### src/hw/rtl/ptdc_div.sv
`timescale 1ns / 1ps
`default_nettype none
// ----------------------------------------------------------------------------
// ptdc_div
// pipelined restoring divider, one quotient bit per stage, with sideband
// ----------------------------------------------------------------------------
module ptdc_div #(
  parameter int unsigned NW = 17,
  parameter int unsigned DW = 16,
  parameter int unsigned SW = 8
) (
  input  wire logic          clk_i,
  input  wire logic          rst_ni,
  input  wire logic          en_i,
  input  wire logic          valid_i,
  input  wire logic [NW-1:0] num_i,
  input  wire logic [DW-1:0] den_i,
  input  wire logic [SW-1:0] side_i,
  output logic               valid_o,
  output logic [NW-1:0]      quo_o,
  output logic [SW-1:0]      side_o
);

  logic          vld_q  [NW];
  logic [DW-1:0] rem_q  [NW];
  logic [NW-1:0] num_q  [NW];
  logic [DW-1:0] den_q  [NW];
  logic [NW-1:0] quo_q  [NW];
  logic [SW-1:0] side_q [NW];

  for (genvar k = 0; k < NW; k++) begin : g_stg
    logic          vld_p;
    logic [DW-1:0] rem_p;
    logic [NW-1:0] num_p;
    logic [DW-1:0] den_p;
    logic [NW-1:0] quo_p;
    logic [SW-1:0] side_p;
    logic [DW:0]   trial;
    logic [DW:0]   diff;
    logic          ge;

    if (k == 0) begin : g_first
      assign vld_p  = valid_i;
      assign rem_p  = '0;
      assign num_p  = num_i;
      assign den_p  = den_i;
      assign quo_p  = '0;
      assign side_p = side_i;
    end else begin : g_next
      assign vld_p  = vld_q[k-1];
      assign rem_p  = rem_q[k-1];
      assign num_p  = num_q[k-1];
      assign den_p  = den_q[k-1];
      assign quo_p  = quo_q[k-1];
      assign side_p = side_q[k-1];
    end

    assign trial = {rem_p, num_p[NW-1-k]};
    assign diff  = trial - {1'b0, den_p};
    assign ge    = (trial >= {1'b0, den_p});

    always_ff @(posedge clk_i or negedge rst_ni) begin
      if (!rst_ni) begin
        vld_q[k] <= 1'b0;
      end else if (en_i) begin
        vld_q[k] <= vld_p;
      end
    end

    always_ff @(posedge clk_i) begin
      if (en_i) begin
        rem_q[k]  <= ge ? diff[DW-1:0] : trial[DW-1:0];
        num_q[k]  <= num_p;
        den_q[k]  <= den_p;
        quo_q[k]  <= {quo_p[NW-2:0], ge};
        side_q[k] <= side_p;
      end
    end
  end

  assign valid_o = vld_q[NW-1];
  assign quo_o   = quo_q[NW-1];
  assign side_o  = side_q[NW-1];

endmodule
`default_nettype wire

### config.mk
export PLATFORM = sky130hd
export DESIGN_NAME = ptdc_div
export DESIGN_NICKNAME = d
export VERILOG_FILES = /design/src/hw/rtl/ptdc_div.sv
export SDC_FILE = /design/constraint.sdc
export NUM_CORES = 1
export LEC_CHECK = 0
export ABC_AREA = 1
export ABC_CLOCK_PERIOD_IN_PS = 2200
export BUFFER_PORTS_ARGS = -buffer_cell sky130_fd_sc_hd__buf_2
export CORE_MARGIN = 2
export CORE_UTILIZATION = 55
export DETAILED_ROUTE_END_ITERATION = 12
export PLACE_DENSITY = 0.74
export SLEW_MARGIN = 20
export SYNTH_ARGS = -nofsm -noshare
export SYNTH_HDL_FRONTEND = slang
export SYNTH_SLANG_ARGS = --single-unit
### constraint.sdc
create_clock -name clk_i -period 2.2 [get_ports clk_i]
set_clock_uncertainty 0.15 [all_clocks]
set_input_delay 0.22 -clock clk_i [delete_from_list [all_inputs] [get_ports clk_i]]
set_output_delay 0.22 -clock clk_i [all_outputs]
set_load 0.005 [all_outputs]
After elaboration in Yosys (flattened, before gate mapping)
Memory sizes are Yosys's and may differ from the RTL's. Cells that the tools add are included.

$add $sub $neg: 17. $lt $le $gt $ge: 17. Muxes and demuxes: 19.

Operators by type and width (count): 17-bit by 16-bit >= comparator with 1-bit output (16); 16-bit 2-to-1 mux (17); 16-bit subtractor (16); 1-bit by 16-bit >= comparator with 1-bit output (1); 1-bit by 16-bit subtractor with 16-bit output (1); 1-bit 2-to-1 mux (2).

Bits in writable memories: 1258. Memories kept: 5. Input bits: 45. Flip-flop bits (word level): 17.

Memory list: num_q (depth 17, width 17, read ports 16, clocked after Yosys merged registers in 0, write ports 17, line 26) `logic [NW-1:0] num_q [NW];`; quo_q (depth 17, width 17, read ports 17, clocked after Yosys merged registers in 0, write ports 17, line 28) `logic [NW-1:0] quo_q [NW];`; den_q (depth 17, width 16, read ports 16, clocked after Yosys merged registers in 0, write ports 17, line 27) `logic [DW-1:0] den_q [NW];`; rem_q (depth 17, width 16, read ports 16, clocked after Yosys merged registers in 0, write ports 17, line 25) `logic [DW-1:0] rem_q [NW];`; side_q (depth 17, width 8, read ports 17, clocked after Yosys merged registers in 0, write ports 17, line 29) `logic [SW-1:0] side_q [NW];`.

Longest topological paths before layout
Gate-level depths: netlist of run 1. An unclocked memory read counts as a cell.

Depth in word-level cells: 3. Gate-level depth with buffers: 15. Depth with buffers taken out: 13.

Worst setup path after synthesis of run 1
No wires, ideal clock.

Path type: register -> register. Start: memory den_q[5][0] (netlist: den_q[0][80]). End: memory rem_q[6][8] (netlist: rem_q[0][104]), data pin. Data required time: 1.797 ns. Cell stages (with the launch flop): 10. Buffers on the path: 0. Slack: 0.128 ns. Arrival: 1.669 ns. Path through: edfxtp_1 > ha_1 > fa_1 > inv_1 > nand3_1 > nand3_1 > a21oi_1 > or2_2 > nand3_1 > nand2_1.

RTL lines (line): start, declared (27); end, declared (25).

==> results of run 1 <==
==> registers in the layout, indices dropped and copies added, names as in the netlist <==
name / flops
g_stg.vld_p: 16
num_q: 136
valid_o: 1
side_q: 136
quo_q: 153
den_q: 256
rem_q: 256
==> per-stage QoR <==
step / setup slack (ns) / TNS (ns) / hold WS [ns] / cells / area (sq um)
after floorplan: 0.128 / 0 / -0.226 / 5273 / 49700
after global placement: -0.247 / -14.09 / -0.00193 / 7107 / 56200
after detailed placement: -0.274 / -18.91 / 0.00323 / 7107 / 56200
after CTS: -0.0445 / -0.218 / 0.0295 / 7408 / 62400
after global routing: -0.183 / -17.12 / 0.0615 / 7672 / 68800
final: -0.133 / -5.71 / 0.0732 / 7673 / 68800
==> final cells by class <==
class / instances / area share [%]
Clock inverter: 66 / 1.24
Sequential cell: 954 / 41.5
Tap cell: 1176 / 2.14
Timing Repair inverter: 2 / 0.0236
Multi-Input combinational cell: 3294 / 32.9
Clock buffer: 121 / 3.87
Antenna cell: 1 / 0.00364
Timing Repair Buffer: 1072 / 12.9
Inverter: 987 / 5.43
==> report_power, final <==
group	switching (mW)	internal, mW
combinational	24.0	19.5
clock	7.39	10.5
sequential	2.84	24.5
==> cells in the final DEF, fill, tap and decap left out, types with 109 or more instances in the layout <==
cell type,count
nor2_1,145
ha_4,193
edfxtp_1,937
nand2_2,304
nand3_2,149
a21oi_1,124
nand3_1,222
nand2_1,1512
buf_4,847
inv_1,831
clkbuf_16,109
inv_2,149
==> timing repair <==
action,4_1_cts,5_1_grt
endpoints found under the setup margin,250,251
hold endpoints to repair,224,0
gates resized for setup,229,1017
hold buffers,46,0
pin swaps,43,351
gates cloned,4,28
buffers inserted,64,243
==> critical path: stages (launching register included) <==
cell	delay, ns
edfxtp_1	0.51
ha_4	0.29
nand2_1	0.09
nand2_2	0.07
inv_1	0.07
nand2_2	0.06
nor3b_4	0.16
nor2_4	0.33
nand2_4	0.17
nand2_1	0.10
nand2_1	0.07
==> kinds of logic (layout without fill, tap and decap cells) <==
logic type,count (synthesis),in the layout
multiplexers,3,3
AND/OR/NAND/NOR,2706,2724
buffers and inverters,1043,2248
XOR/XNOR,92,92
adder cells (fa/ha/maj),273,273
other,0,1
flip-flops,954,954
AO/OA/AOI/OAI,202,202
==> worst max path at each step <==
| stage | start | to | slack, ns | cells past startpoint |
|---|---|---|---|---|
| floorplan | den_q[0][80] | rem_q[0][104] | 0.13 | 9 |
| global placement | rem_q[0][1] | quo_q[0][17] | -0.25 | 10 |
| detailed placement | rem_q[0][9] | quo_q[0][17] | -0.27 | 10 |
| CTS | rem_q[0][94] | rem_q[0][109] | -0.04 | 12 |
| global route | rem_q[0][82] | rem_q[0][108] | -0.18 | 12 |
| finish | rem_q[0][59] | rem_q[0][68] | -0.13 | 10 |
==> routing by layer <==
layer  GRT usage (%)  vias up  share of wire [%]
li1                -    19379                  -
met1            36.6    19243                 41
met2            43.5     1752                 48
met3            2.96      439                7.1
met4            9.68        2                4.3
met5               0        -             0.0086
==> impl_metrics.yaml, run 1 <==
synth:
  ys_top_cells_by_area: "edfxtp_1 57%, nand2_1 14%, inv_1 7.4%, ha_1 6.5%, nand3_1 3.8%"
  yosysUniqueCellTypes: 47
  synth_compound_area_share_pct: 2.19
  synth.top_cells.by_count: "1861 x nand2_1, 977 x inv_1, 937 x edfxtp_1, 375 x nand3_1, 258 x ha_1"
  synthFlopType: "edfxtp_1"
  synth_edf_count: 937
  synth_top_family_by_area: "simple AND/OR/NAND/NOR gates"
  yosysSeqAreaShare_pct: 57.5
  synth_area_per_cell_sq_um: 9.42
  synth_top_area_share_pct: 56.7
  synth_adder_area_share_pct: 7.10
  ys_ff_latch: 954
  synth_nets: 5591
  synthXorXnorAreaFrac_pct: 1.62
  synthesis.area_sq_um: 49700
  synth_top_area_cell: "edfxtp_1"
  netlist_instances: 5273
  synthSimpleGateAreaFrac_pct: 23.1
  ys_warn_count: 0
  async_flop_share_pct: 1.78
  yosys.cell_count.top_type: "nand2_1"
  synthMuxAreaShare_pct: 0.0680
final_layout:
  drive_gt1_share_pct: 35.1
  multi_input_area_sq_um: 22600
  nFillCells: 5482
  nNetsFinal: 6728
  seq_area_sq_um: 28600
  post-route-util_pct: 76.7
  syn2layout_area_growth_pct: 38.5
sta:
  finalCriticalPeriod_ns: 2.33
  tightestPinTransition_ns: 0.756
  setup_viol: 135
  hold_viol: 0
  fmax_mhz: 429
  timing.final.ws_setup_ns: -0.133
  rsz0062_at_grt: "yes"
  finalCritPeriodShare_pct: 106
  slew_viol_final: 0
  relSlewSlack_pct: 49.4
setup_path:
  critPathMaxFanout: 8
  r2r_start: "rem_q[0][59]"
  cp.required_ns: 2.50
  crit_type: "reg -> reg"
  startpoint_type: "flop"
  r2r_cells: 10
  timing.critical_path.arrival_ns: 2.64
  rrSetupSlack_ns: -0.13
  cp-end-kind: "flop"
  r2r_end: "rem_q[0][68]"
routing:
  antenna_left: 0
  first_pass_iters: 8
  routedWlPerCell_um: 18.1
  post_drt_via_cell_ratio: 5.32
  num_vias: 40815
  drt_iter0_markers: 3899
  wl_mm: 139
  drc: 0
clocking:
  cts_tree: "yes"
  worstSkewPairLatency_ns: 0.72
  cts_buffer_depth: 3
  root_buffer: "clkbuf_16"
  htreeDepth: 3
  numCtsBuffers: 99
  cts.clk_slew.worst_paths_ns: 0.06
  cts.sinks: 954
global_routing:
  grt_max_degree: 70
  grt_pass1_vias: 37290
  grt_overflow_total: 0
  grt_pass1_wl_mm: 195
  grt_usage_pct: 26.5
  antenna_found_initial: 3
floorplan:
  coreArea_sq_um: 89700
  row_count: 110
  die_h_um: 305
  die_area_sq_um: 92700
  io_pins: 71
  start_util_pct: 55.3
  fp.dieW_um: 305
place:
  hpwl_mm: 89.5
  port_buffers: 70
  gp_congestion: 0.948
min_path:
  min-delay-start: "num_i[9]"
  hp-class: "in -> reg"
  min_path_cells: 2
  hold_end: "num_q[0][9]"
power:
  powerDensity_nw_per_um2: 1290
  ir_worst_vdd_uv: 759
  p_total_mw: 88.7
  p_leak_nw: 32.0
flow_run:
  cap_violations: 0
status:
  violations: "setup timing"
  status: "finished with violations"
(Power assumes the default switching activity.)
==> run 2: changes to the inputs <==
--- a/config.mk
+++ b/config.mk
@@ -10,9 +10,12 @@
 export BUFFER_PORTS_ARGS = -buffer_cell sky130_fd_sc_hd__buf_2
 export CORE_MARGIN = 2
 export CORE_UTILIZATION = 55
+export CTS_BUF_LIST = sky130_fd_sc_hd__clkbuf_4
 export DETAILED_ROUTE_END_ITERATION = 12
+export GPL_ROUTABILITY_DRIVEN = 0
 export PLACE_DENSITY = 0.74
 export SLEW_MARGIN = 20
 export SYNTH_ARGS = -nofsm -noshare
 export SYNTH_HDL_FRONTEND = slang
 export SYNTH_SLANG_ARGS = --single-unit
+export TNS_END_PERCENT = 10
==> impl_metrics.yaml, run 2 (synthesis results as in run 1) <==
status:
  status: "finished with violations"
  violations: "setup timing"
setup_path:
  cp_slowest_stage_delay_ns: 0.47
  critPathMaxFanout: 7
  timing.critical_path.arrival_ns: 3.04
  cp.required_ns: 2.92
  cp-end-kind: "flop"
  crit_type: "reg -> reg"
  slowest_stage: "edfxtp_1"
  path_cells: "ha_4, nand2_2, inv_2, nand2_4, nor2_4, nand2_2, nor2_2, nor2_2, nand2_4, clkinvlp_4, nand2_1, nand2_1"
  startpoint_type: "flop"
sta:
  timing.final.ws_setup_ns: -0.121
  finalCritPeriodShare_pct: 106
  finalCriticalPeriod_ns: 2.32
  rsz0062_at_grt: "yes"
  slew_viol_final: 0
  setup_viol: 91
  relSlewSlack_pct: 44.8
  hold_viol: 0
  fmax_mhz: 431
  tightestPinTransition_ns: 0.825
global_routing:
  grt_usage_pct: 25.6
  grt_max_degree: 98
  antenna_found_initial: 3
  grt_pass1_vias: 38312
  grt_pass1_wl_mm: 190
  grt_overflow_total: 0
clocking:
  numCtsBuffers: 235
  cts.sinks: 954
  cts.clk_slew.worst_paths_ns: 0.07
  worstSkewPairLatency_ns: 1.16
  htreeDepth: 4
  cts_buffer_depth: 3
  cts_tree: "yes"
  root_buffer: "clkbuf_4"
place:
  hpwl_mm: 84.4
  placed_cells: 6979
  port_buffers: 70
floorplan:
  coreArea_sq_um: 89700
  fp.dieW_um: 305
  row_count: 110
  die_h_um: 305
  die_area_sq_um: 92700
  io_pins: 71
  start_util_pct: 55.3
final_layout:
  nNetsFinal: 6578
  syn2layout_area_growth_pct: 27.5
  reg_top3: "den_q: 256 flops, rem_q: 256 flops, quo_q: 153 flops"
  final_cell_mix: "1733 x nand2_1, 937 x edfxtp_1, 904 x inv_1"
  mostFrequentLayoutCell: "nand2_1"
  drive_gt1_share_pct: 25.7
  fin_cells: 7627
flow_run:
  cap_violations: 0
power:
  p_leak_nw: 30.1
  p_total_mw: 77.2
  powerDensity_nw_per_um2: 1220
  ir_worst_vdd_uv: 708
routing:
  num_vias: 39998
  drt_iter0_markers: 3658
  drc: 0
  first_pass_iters: 6
  post_drt_via_cell_ratio: 5.24
  antenna_left: 0
  wl_mm: 126
  routedWlPerCell_um: 16.5
min_path:
  hp-class: "in -> reg"
## run 2: changes by cell type in the layout (fill, tap and decap cells not counted), sizes merged
cell         before   now
inv             990   992
clkinvlp          9     7
nand2          1916  1898
clkbuf          128   335
dlygate4sd3      46    96
bufinv           15     4
clkinv           41    83
buf            1019   703
## run 2: metrics by stage
step                util, %  worst slack [ns]  hold slack (ns)  TNS, ns  area (sq um)
floorplan                 -             0.128           -0.226        0         49700
global placement       61.5            -0.180          0.00298   -10.16         55200
detailed placement     61.5            -0.207           0.0105   -15.49         55200
CTS                    67.6           -0.0780          0.00233    -1.50         60600
global route           70.6            -0.209           0.0624   -19.93         63300
finish                 70.6            -0.121           0.0768    -4.36         63300
## run 2: power breakdown
group | internal (mW) | switching (mW)
Clock | 7.48 | 7.31
Combinational | 15.4 | 20.0
Sequential | 24.4 | 2.60
Total | 47.3 | 29.9
## run 2: metal layers
metal / vias to the layer above / part of all wire, % / track usage (%)
met5: - / 0 / 0
met4: 0 / 4.8 / 12.7
met3: 446 / 7.7 / 4.85
met2: 1821 / 48 / 42.3
met1: 18534 / 39 / 32.5
li1: 19197 / - / -
## run 2: layout make-up
cell class,instances,area (sq um)
timing repair buffer,803,6580
tap,1176,1470
clock buffer,331,2480
timing repair inverter,3,21.3
clock inverter,96,549
fill,6254,26400
multi-input combinational,3276,19900
sequential,954,28600
antenna,1,2.50
inverter,987,3720
## run 2: what timing repair did
| item | 4_1_cts | 5_1_grt |
|---|---|---|
| pin swaps | 42 | 106 |
| cloned | 1 | 6 |
| hold buffers | 97 | 0 |
| hold endpoints to repair | 1028 | 0 |
| endpoints found under the setup margin | 209 | 264 |
| buffers inserted | 26 | 90 |
| gates resized for setup | 174 | 400 |
## run 2: final timing paths
kind,start,end,slack (ns),depth (start not counted)
setup / recovery,rem_q[0][86],rem_q[0][99],-0.12,12
min in group asynchronous,rst_ni,g_stg[4].vld_p,0.61,4
max in group asynchronous,rst_ni,g_stg[5].vld_p,0.76,4
hold / removal,en_i,rem_q[0][2],0.08,3
hold reg to reg,num_q[0][12],num_q[0][29],0.22,0
setup reg to reg,rem_q[0][86],rem_q[0][99],-0.12,12
## run 2: critical path: cells and delay by family (launching register included)
| kind | cells | cell delay [ns] |
|---|---|---|
| DFF | 1 | 0.47 |
| buffers and inverters | 2 | 0.30 |
| adders and majority gates | 1 | 0.33 |
| and+or+nand+nor | 9 | 0.82 |
